[src/hdl/zdc_ep_pkg.sv]
// shared types, constants and lookup functions of the event-plane angle block
package zdc_ep_pkg;

  localparam int ENERGY_BITS_DEF = 16;
  localparam int IDX_W           = 6;
  localparam int SUM_W           = 40;
  localparam int COEF_W          = 17;
  localparam int ANGLE_W         = 16;
  localparam int CORDIC_W        = 43;
  localparam int Z_W             = 18;
  localparam int TURN_W          = 14;
  localparam int STEPS           = 16;
  localparam int STEP_W          = 4;
  localparam int MODULES         = 45;
  localparam int CENTRAL_MODULE  = 22;
  localparam int PITCH_ROW       = 7;

  localparam logic signed [SUM_W-1:0] SUM_MAX = {1'b0, {(SUM_W-1){1'b1}}};
  localparam logic signed [SUM_W-1:0] SUM_MIN = {1'b1, {(SUM_W-1){1'b0}}};
  localparam logic signed [Z_W-1:0]   Z_HALF  = Z_W'(32768);

  typedef struct packed {
    logic start;
    logic clear;
  } acc_ctrl_t;

  typedef struct packed {
    logic signed [COEF_W-1:0] cos_v;
    logic signed [COEF_W-1:0] sin_v;
  } coef_t;

  // q15 magnitude of a/sqrt(a^2+b^2), rounded to nearest
  function automatic logic [COEF_W-1:0] q15_mag(input logic [1:0] a, input logic [1:0] b);
    logic [COEF_W-1:0] m;
    if (a == 2'd0) m = '0;
    else if (b == 2'd0) m = COEF_W'(32768);
    else if (a == b) m = COEF_W'(23170);
    else begin
      unique case ({a, b})
        4'b0110: m = COEF_W'(14654);
        4'b1001: m = COEF_W'(29309);
        4'b0111: m = COEF_W'(10362);
        4'b1101: m = COEF_W'(31086);
        4'b1011: m = COEF_W'(18176);
        4'b1110: m = COEF_W'(27265);
        default: m = '0;
      endcase
    end
    return m;
  endfunction

  // cosine and sine of a module azimuth; unused modules and the central module give zero
  function automatic coef_t coef_of(input logic [IDX_W-1:0] idx);
    int xi;
    int yi;
    int k;
    int row;
    logic [1:0] ax;
    logic [1:0] ay;
    logic [COEF_W-1:0] cm;
    logic [COEF_W-1:0] sm;
    coef_t r;
    k   = int'(idx) + 2;
    row = 0;
    if (idx <= IDX_W'(4)) begin
      yi = 3;
      xi = int'(idx) - 2;
    end else if (idx <= IDX_W'(39)) begin
      if (k < 2 * PITCH_ROW) row = 1;
      else if (k < 3 * PITCH_ROW) row = 2;
      else if (k < 4 * PITCH_ROW) row = 3;
      else if (k < 5 * PITCH_ROW) row = 4;
      else row = 5;
      yi = 3 - row;
      xi = 3 - (k - PITCH_ROW * row);
    end else begin
      yi = -3;
      xi = int'(idx) - 42;
    end
    ax = (xi < 0) ? 2'(-xi) : 2'(xi);
    ay = (yi < 0) ? 2'(-yi) : 2'(yi);
    cm = q15_mag(ax, ay);
    sm = q15_mag(ay, ax);
    r.cos_v = (xi < 0) ? -$signed(cm) : $signed(cm);
    r.sin_v = (yi < 0) ? -$signed(sm) : $signed(sm);
    if (idx >= IDX_W'(MODULES) || idx == IDX_W'(CENTRAL_MODULE)) r = '0;
    return r;
  endfunction

  // arctangent of 2^-i in units of pi/32768
  function automatic logic [TURN_W-1:0] turn_of(input logic [STEP_W-1:0] i);
    logic [TURN_W-1:0] t;
    unique case (i)
      4'd0:  t = TURN_W'(8192);
      4'd1:  t = TURN_W'(4836);
      4'd2:  t = TURN_W'(2555);
      4'd3:  t = TURN_W'(1297);
      4'd4:  t = TURN_W'(651);
      4'd5:  t = TURN_W'(326);
      4'd6:  t = TURN_W'(163);
      4'd7:  t = TURN_W'(81);
      4'd8:  t = TURN_W'(41);
      4'd9:  t = TURN_W'(20);
      4'd10: t = TURN_W'(10);
      4'd11: t = TURN_W'(5);
      4'd12: t = TURN_W'(3);
      4'd13: t = TURN_W'(1);
      4'd14: t = TURN_W'(1);
      4'd15: t = TURN_W'(0);
      default: t = '0;
    endcase
    return t;
  endfunction

endpackage

[src/hdl/zdc_ep_acc.sv]
// q-vector accumulator: one shared multiplier and one shared saturating adder
module zdc_ep_acc import zdc_ep_pkg::*; #(
  parameter int ENERGY_BITS = ENERGY_BITS_DEF
) (
  input  logic                    clk_i,
  input  logic                    rst_ni,
  input  acc_ctrl_t               ctrl_i,
  input  logic [IDX_W-1:0]        module_index_i,
  input  logic [ENERGY_BITS-1:0]  module_energy_i,
  output logic                    done_o,
  output logic signed [SUM_W-1:0] sum_cos_o,
  output logic signed [SUM_W-1:0] sum_sin_o
);

  typedef enum logic [3:0] {
    A_IDLE  = 4'b0001,
    A_MUL   = 4'b0010,
    A_ADD_C = 4'b0100,
    A_ADD_S = 4'b1000
  } acc_state_e;

  acc_state_e state_q, state_d;
  logic [ENERGY_BITS-1:0]  energy_q;
  coef_t                   coef_q;
  logic signed [SUM_W-1:0] prod_q, prod_d;
  logic signed [SUM_W-1:0] sum_cos_q, sum_cos_d, sum_sin_q, sum_sin_d;

  logic signed [COEF_W-1:0]             mul_coef;
  logic signed [ENERGY_BITS+COEF_W:0]   mul_full;
  logic signed [SUM_W-1:0]              add_a;
  logic        [SUM_W:0]                add_full;
  logic signed [SUM_W-1:0]              add_sat;

  // shared multiplier: cosine first, then sine
  assign mul_coef = (state_q == A_MUL) ? coef_q.cos_v : coef_q.sin_v;
  assign mul_full = $signed({1'b0, energy_q}) * mul_coef;
  assign prod_d   = SUM_W'(mul_full);

  // shared saturating adder
  assign add_a    = (state_q == A_ADD_C) ? sum_cos_q : sum_sin_q;
  assign add_full = {add_a[SUM_W-1], add_a} + {prod_q[SUM_W-1], prod_q};
  always_comb begin
    if (add_full[SUM_W] != add_full[SUM_W-1]) begin
      add_sat = add_full[SUM_W] ? SUM_MIN : SUM_MAX;
    end else begin
      add_sat = $signed(add_full[SUM_W-1:0]);
    end
  end

  always_comb begin
    state_d   = state_q;
    sum_cos_d = sum_cos_q;
    sum_sin_d = sum_sin_q;
    unique case (state_q)
      A_IDLE: begin
        if (ctrl_i.start) state_d = A_MUL;
      end
      A_MUL: state_d = A_ADD_C;
      A_ADD_C: begin
        sum_cos_d = add_sat;
        state_d   = A_ADD_S;
      end
      A_ADD_S: begin
        sum_sin_d = add_sat;
        state_d   = A_IDLE;
      end
      default: state_d = A_IDLE;
    endcase
    if (ctrl_i.clear) begin
      sum_cos_d = '0;
      sum_sin_d = '0;
    end
  end

  always_ff @(posedge clk_i or negedge rst_ni) begin
    if (!rst_ni) begin
      state_q   <= A_IDLE;
      sum_cos_q <= '0;
      sum_sin_q <= '0;
    end else begin
      state_q   <= state_d;
      sum_cos_q <= sum_cos_d;
      sum_sin_q <= sum_sin_d;
    end
  end

  always_ff @(posedge clk_i) begin
    if (state_q == A_IDLE && ctrl_i.start) begin
      energy_q <= module_energy_i;
      coef_q   <= coef_of(module_index_i);
    end
    prod_q <= prod_d;
  end

  assign done_o    = (state_q == A_ADD_S);
  assign sum_cos_o = sum_cos_q;
  assign sum_sin_o = sum_sin_q;

endmodule

[src/hdl/zdc_ep_cordic.sv]
// iterative vectoring cordic, one rotation step per cycle
module zdc_ep_cordic import zdc_ep_pkg::*; (
  input  logic                      clk_i,
  input  logic                      rst_ni,
  input  logic                      start_i,
  input  logic signed [SUM_W-1:0]   q_x_i,
  input  logic signed [SUM_W-1:0]   q_y_i,
  output logic                      done_o,
  output logic signed [ANGLE_W-1:0] angle_o
);

  typedef enum logic [1:0] {
    C_IDLE = 2'b01,
    C_RUN  = 2'b10
  } cordic_state_e;

  cordic_state_e state_q, state_d;
  logic [STEP_W-1:0]          step_q, step_d;
  logic signed [CORDIC_W-1:0] x_q, x_d, y_q, y_d;
  logic signed [Z_W-1:0]      z_q, z_d;
  logic                       zero_q, zero_d;

  logic signed [CORDIC_W-1:0] qx_ext, qy_ext, dx, dy;
  logic signed [Z_W-1:0]      turn;
  logic                       neg;

  assign qx_ext = CORDIC_W'(q_x_i);
  assign qy_ext = CORDIC_W'(q_y_i);
  assign neg    = q_x_i[SUM_W-1];
  assign dx     = y_q >>> step_q;
  assign dy     = x_q >>> step_q;
  assign turn   = $signed({{(Z_W-TURN_W){1'b0}}, turn_of(step_q)});

  always_comb begin
    state_d = state_q;
    step_d  = step_q;
    x_d     = x_q;
    y_d     = y_q;
    z_d     = z_q;
    zero_d  = zero_q;
    unique case (state_q)
      C_IDLE: begin
        if (start_i) begin
          // fold the left half-plane onto the right one
          x_d     = neg ? -qx_ext : qx_ext;
          y_d     = neg ? -qy_ext : qy_ext;
          z_d     = neg ? (q_y_i[SUM_W-1] ? -Z_HALF : Z_HALF) : '0;
          zero_d  = (q_x_i == '0) && (q_y_i == '0);
          step_d  = '0;
          state_d = C_RUN;
        end
      end
      C_RUN: begin
        if (!y_q[CORDIC_W-1]) begin
          x_d = x_q + dx;
          y_d = y_q - dy;
          z_d = z_q + turn;
        end else begin
          x_d = x_q - dx;
          y_d = y_q + dy;
          z_d = z_q - turn;
        end
        step_d = step_q + STEP_W'(1);
        if (step_q == STEP_W'(STEPS - 1)) state_d = C_IDLE;
      end
      default: state_d = C_IDLE;
    endcase
  end

  always_ff @(posedge clk_i or negedge rst_ni) begin
    if (!rst_ni) begin
      state_q <= C_IDLE;
      step_q  <= '0;
    end else begin
      state_q <= state_d;
      step_q  <= step_d;
    end
  end

  always_ff @(posedge clk_i) begin
    x_q    <= x_d;
    y_q    <= y_d;
    z_q    <= z_d;
    zero_q <= zero_d;
  end

  assign done_o  = (state_q == C_RUN) && (step_q == STEP_W'(STEPS - 1));
  assign angle_o = zero_q ? '0 : $signed(z_q[ANGLE_W-1:0]);

endmodule

[src/hdl/zdc_event_plane_angle_top.sv]
// top level of the zdc event-plane angle block: sequencer, input and result registers
//
// channel   direction  tdata fields, lowest bit first              tlast
// s_axis    in         module_index[5:0], module_energy, zero pad  last_module
// m_axis    out        plane_angle[15:0], q_x[55:16], q_y[95:56]    -
//
// a request passes from acceptance until tready is back through a multiply step, then a
// cosine add and a sine add in the shared multiply/saturating-add unit
// a request with tlast then adds a cordic load, 16 cordic steps on the shared shift/add
// unit, and a move of the result into the output register once that register is free
// tready is high only while the sequencer is idle; a result waiting in the
// output register does not block new requests, only the next result
// reset is asynchronous and active low; it clears both sums and all control state
module zdc_event_plane_angle_top import zdc_ep_pkg::*; #(
  parameter int ENERGY_BITS = ENERGY_BITS_DEF,
  localparam int InW = ((IDX_W + ENERGY_BITS + 7) / 8) * 8,
  localparam int OutW = ANGLE_W + 2 * SUM_W
) (
  input  logic            clk_i,
  input  logic            rst_ni,
  // module_index, module_energy, zero pad
  input  logic [InW-1:0]  s_axis_tdata_i,
  input  logic            s_axis_tlast_i,
  input  logic            s_axis_tvalid_i,
  output logic            s_axis_tready_o,
  // plane_angle, q_x, q_y
  output logic [OutW-1:0] m_axis_tdata_o,
  output logic            m_axis_tvalid_o,
  input  logic            m_axis_tready_i
);

  // sequencer states
  typedef enum logic [4:0] {
    S_IDLE   = 5'b00001,
    S_ACC    = 5'b00010,
    S_CSTART = 5'b00100,
    S_ANGLE  = 5'b01000,
    S_OUT    = 5'b10000
  } top_state_e;

  top_state_e state_q, state_d;
  logic       last_q, last_d;
  logic       out_valid_q, out_valid_d;
  logic signed [ANGLE_W-1:0] angle_out_q;
  logic signed [SUM_W-1:0]   qx_out_q, qy_out_q;

  acc_ctrl_t               acc_ctrl;
  logic                    acc_done;
  logic signed [SUM_W-1:0] sum_cos, sum_sin;
  logic                    cordic_start, cordic_done;
  logic signed [ANGLE_W-1:0] angle;

  logic in_fire;
  logic out_free;
  logic out_load;

  assign s_axis_tready_o = (state_q == S_IDLE);
  assign in_fire         = s_axis_tvalid_i && s_axis_tready_o;
  // output register can take a new result when empty or being drained
  assign out_free        = !out_valid_q || m_axis_tready_i;
  assign out_load        = (state_q == S_OUT) && out_free;

  // sums clear as the result moves out
  assign acc_ctrl.start = in_fire;
  assign acc_ctrl.clear = out_load;
  assign cordic_start   = (state_q == S_CSTART);

  zdc_ep_acc #(
    .ENERGY_BITS(ENERGY_BITS)
  ) u_acc (
    .clk_i          (clk_i),
    .rst_ni         (rst_ni),
    .ctrl_i         (acc_ctrl),
    .module_index_i (s_axis_tdata_i[IDX_W-1:0]),
    .module_energy_i(s_axis_tdata_i[IDX_W +: ENERGY_BITS]),
    .done_o         (acc_done),
    .sum_cos_o      (sum_cos),
    .sum_sin_o      (sum_sin)
  );

  zdc_ep_cordic u_cordic (
    .clk_i  (clk_i),
    .rst_ni (rst_ni),
    .start_i(cordic_start),
    .q_x_i  (sum_cos),
    .q_y_i  (sum_sin),
    .done_o (cordic_done),
    .angle_o(angle)
  );

  always_comb begin
    state_d     = state_q;
    last_d      = last_q;
    out_valid_d = out_valid_q && !m_axis_tready_i;
    unique case (state_q)
      S_IDLE: begin
        if (in_fire) begin
          last_d  = s_axis_tlast_i;
          state_d = S_ACC;
        end
      end
      S_ACC: begin
        // the sine sum is updated at the end of the acc done cycle, the cosine sum before it
        if (acc_done) state_d = last_q ? S_CSTART : S_IDLE;
      end
      S_CSTART: state_d = S_ANGLE;
      S_ANGLE: begin
        if (cordic_done) state_d = S_OUT;
      end
      S_OUT: begin
        if (out_free) begin
          out_valid_d = 1'b1;
          state_d     = S_IDLE;
        end
      end
      default: state_d = S_IDLE;
    endcase
  end

  always_ff @(posedge clk_i or negedge rst_ni) begin
    if (!rst_ni) begin
      state_q     <= S_IDLE;
      last_q      <= 1'b0;
      out_valid_q <= 1'b0;
    end else begin
      state_q     <= state_d;
      last_q      <= last_d;
      out_valid_q <= out_valid_d;
    end
  end

  // result payload, no reset needed
  always_ff @(posedge clk_i) begin
    if (out_load) begin
      angle_out_q <= angle;
      qx_out_q    <= sum_cos;
      qy_out_q    <= sum_sin;
    end
  end

  assign m_axis_tvalid_o = out_valid_q;
  assign m_axis_tdata_o  = {qy_out_q, qx_out_q, angle_out_q};

  // a new result only appears out of the output state
  assert property (@(posedge clk_i) disable iff (!rst_ni)
    $rose(m_axis_tvalid_o) |-> $past(state_q == S_OUT))
    else $error("result valid without a finished angle");

  // accumulator completes only while the sequencer waits for it
  assert property (@(posedge clk_i) disable iff (!rst_ni)
    acc_done |-> (state_q == S_ACC))
    else $error("accumulator done outside the acc state");

  // cordic completes only while the sequencer waits for it
  assert property (@(posedge clk_i) disable iff (!rst_ni)
    cordic_done |-> (state_q == S_ANGLE))
    else $error("cordic done outside the angle state");

  // sums start from zero after each delivered event
  assert property (@(posedge clk_i) disable iff (!rst_ni)
    out_load |=> (sum_cos == '0 && sum_sin == '0))
    else $error("sums not cleared after a result");

endmodule
[config.mk]
export PLATFORM = sky130hd
export DESIGN_NAME = zdc_event_plane_angle_top
export DESIGN_NICKNAME = d
export VERILOG_FILES = /design/src/hdl/zdc_ep_pkg.sv /design/src/hdl/zdc_ep_acc.sv /design/src/hdl/zdc_ep_cordic.sv /design/src/hdl/zdc_event_plane_angle_top.sv
export SDC_FILE = /design/constraint.sdc
export NUM_CORES = 2
export LEC_CHECK = 0
export BUFFER_PORTS_ARGS = -buffer_cell sky130_fd_sc_hd__clkbuf_2
export CORE_MARGIN = 4
export CORE_UTILIZATION = 26
export DETAILED_ROUTE_END_ITERATION = 6
export GPL_TIMING_DRIVEN = 0
export PLACE_DENSITY_LB_ADDON = 0.1
export SETUP_SLACK_MARGIN = 0.3
export SYNTH_ARGS = -nofsm -noshare
export SYNTH_HDL_FRONTEND = slang
export SYNTH_SLANG_ARGS = --single-unit
export TNS_END_PERCENT = 5
[constraint.sdc]
create_clock -name clk_i -period 15.7 [get_ports clk_i]
set_input_delay 2.355 -clock clk_i [delete_from_list [all_inputs] [get_ports clk_i]]
set_output_delay 2.355 -clock clk_i [all_outputs]
set_load 0.1 [all_outputs]
==> run summary <==
Status = finished clean
First drt pass iteration count = 5
RSZ-0062 raised after global routing = no
Clock Pin Slew Worst Setup and Hold Paths = 0.06 ns
Post-Syn Area per Cell = 9.44 um2
CTS Buf Count = 54
Final setup fails = 0
HPWL after detailed placement = 124 mm
Asr flop ratio synth = 25.5%
Antenna-violating nets left = 0
Initial Util = 26.2%
Initial DRC count = 2077
Share of cells above drive strength 1 = 10.4%
Core Region = 150000 um2
Register area = 10600 um2
Number of port buffers = 124
Flop2flop setup slack = 5.89 ns
Hold buffer count at CTS = 0
Final hold vios = 0
P&R area growth vs syn = 13.2%
Pin count of the biggest net entering global routing = 94
Post-Place Cells = 6315
Hold Slack = 0.483 ns
WS Path Type = primary input to flip-flop
Vias per cell = 4.99
Share of the yosys chip area belonging to registers = 26.9%
Chip height = 397 um
Skew final = 0.0545 ns
Buffer levels on the longest clock path = 3
Synth Register Bits = 380
CTS tree = yes
Final core utilization = 29.7%
CTS root buffer = clkbuf_16
Die span in x = 397 um
Nets = 4902
EDFF count, synth = 249
Non-filler cells, final = 6417
Slew Limit Fails = 0
Actual slew at the worst max-slew pin = 1.30 ns
Max cap viols = 0
Die area = 158000 um2
Post-synthesis cell count = 4168
Synth cell types = 93
Post-route clock period utilization = 63.0%
Data arrival, critical path = 10.25 ns
I/O pin total = 127
Vias in the first global route = 33000
First-pass GRT wire length = 226 mm
GRT Total Usage = 19.1%
DRC viols = 0
Clk sinks = 380
Initial antenna violation count = 7
Max transition margin = 13.2%
WL per Instance = 23.8 um
Worst hold path type = flip-flop to flip-flop
Synth Net Count = 4715
WL final = 153 mm
# fillers = 16000
Footprint of the multi-input gates = 26700 um2
Max FO, Critical Path = 10
Minimum clock period after layout = 9.89 ns
Vias post-DR = 32000
Fmax = 101 MHz
Final setup TNS = 0 ns
Clock latency on the worst-skew pair = 0.66 ns
Global route overflow = 0
Synth warn = 0
Critical path launch point type = primary input
Mapped cell area = 39300 um2
Std-Cell Rows = 142
Setup Fix Bufs, Post-CTS = 0
Prevailing post-synth register cell = edfxtp_1
CTS resizes = 0
Required @ worst endpoint = 16.06 ns
CTS HTree Levels = 2
Crit. End Element = flip-flop
RD Place Congestion = 0.965
metrics by stage:
stage	setup WS, ns	instance area [um2]
after detailed placement	5.27	42600
after global placement	5.09	42500
final	5.81	44500
after global routing	4.86	44500
after floorplan	7.14	39300
after CTS	5.53	44500
cell type report:
cell class	count	area share, %
clock inverter	36	1.02
multi-input combinational	3265	60.0
sequential	380	23.8
antenna	1	0.00562
clock buffer	65	3.22
tap	2016	5.67
timing repair buffer	131	1.69
buffer	189	1.75
inverter	334	2.83
cells in the final DEF (no fill, tap or decap), types with 53 or more instances in the layout:
master,instances
mux2_2,77
mux4_2,91
nor3_1,53
nor2_1,285
nand2_1,458
dfrtp_1,94
ha_1,303
clkbuf_16,54
a21o_1,90
clkbuf_1,145
o21ai_0,261
mux2i_1,64
clkbuf_2,123
fa_1,215
a21oi_1,254
edfxtp_1,249
nor2b_1,120
and2_1,75
nand2b_1,54
xnor2_1,212
inv_1,333
xor2_1,111
final timing paths:
| kind | startpoint | end | depth (start not counted) |
|---|---|---|---|
| max | s_axis_tdata_i[1] | u_acc.coef_q[27]$_SDFFCE_PP0P_ | 25 |
| min | u_acc.sum_sin_o[2]$_DFFE_PN0P_ | qy_out_q[2]$_DFFE_PP_ | 0 |
| max reg2reg | u_acc.state_q[2]$_DFFE_PN0P_ | u_acc.prod_q[33]$_DFF_P_ | 25 |
| min reg2reg | u_acc.sum_sin_o[2]$_DFFE_PN0P_ | qy_out_q[2]$_DFFE_PP_ | 0 |
| max in group asynchronous | rst_ni | u_acc.sum_sin_o[32]$_DFFE_PN0P_ | 2 |
| min in group asynchronous | rst_ni | u_cordic.step_q[0]$_DFFE_PN0P_ | 1 |
synthesized netlist by cell type, types with 111 or more instances:
| cell | count | area share [%] |
|---|---|---|
| nor2b_1 | 120 | 1.9 |
| nor2_1 | 285 | 2.7 |
| clkbuf_1 | 139 | 1.3 |
| a21oi_1 | 254 | 3.2 |
| inv_1 | 334 | 3.2 |
| edfxtp_1 | 249 | 19 |
| ha_1 | 303 | 9.6 |
| nand2_1 | 458 | 4.4 |
| xor2_1 | 111 | 2.5 |
| o21ai_0 | 261 | 3.3 |
| xnor2_1 | 212 | 4.7 |
| fa_1 | 215 | 11 |
kinds of logic after synthesis:
group	count (synthesis)	share of synthesized area, %
compound gates	921	14.6
xor+xnor	324	7.25
fa+ha+maj	521	20.7
buf+inv	523	5.16
flops	380	26.9
mux	250	10.2
simple gates	1249	15.2
critical path: stages:
cell and delay (ns):
clkbuf_2 0.14, clkbuf_1 0.38, inv_1 0.22, ha_1 0.36
clkbuf_1 0.36, a31oi_1 0.15, a311oi_1 0.84, and2_1 0.29
inv_1 0.14, ha_1 0.32, fa_1 0.48, ha_1 0.33
or4_1 0.52, a31oi_1 0.42, inv_1 0.09, ha_1 0.28
mux2i_1 0.46, and2_1 0.32, a21o_1 0.10, clkbuf_1 0.36
o21ai_0 0.28, ha_1 0.33, a41oi_1 0.42, xor2_1 0.21
nor2_1 0.08
routing by layer:
layer  wire length (um)  global-route usage (%)  vias up
li1                   -                       -    15100
met1              69200                    25.4    16000
met2              73100                    32.6      710
met3               5250                    1.71      194
met4               5420                    6.42        0
met5                  0                       0        -
state kept, by name, summed over array words and instances (netlist names), 2 cells and up:
register / flops
u_cordic.y_q: 43
u_cordic.step_q: 4
u_cordic.state_q: 2
u_acc.state_q: 4
u_cordic.x_q: 43
u_acc.coef_q: 34
qy_out_q: 40
u_acc.sum_cos_o: 40
u_acc.sum_sin_o: 40
u_acc.prod_q: 34
angle_out_q: 16
state_q: 5
u_acc.energy_q: 16
qx_out_q: 40
u_cordic.z_q: 16
Power is left out: the tool's default activity adds up to more than one toggle a clock period on the data nets, which glitch-free logic cannot reach.
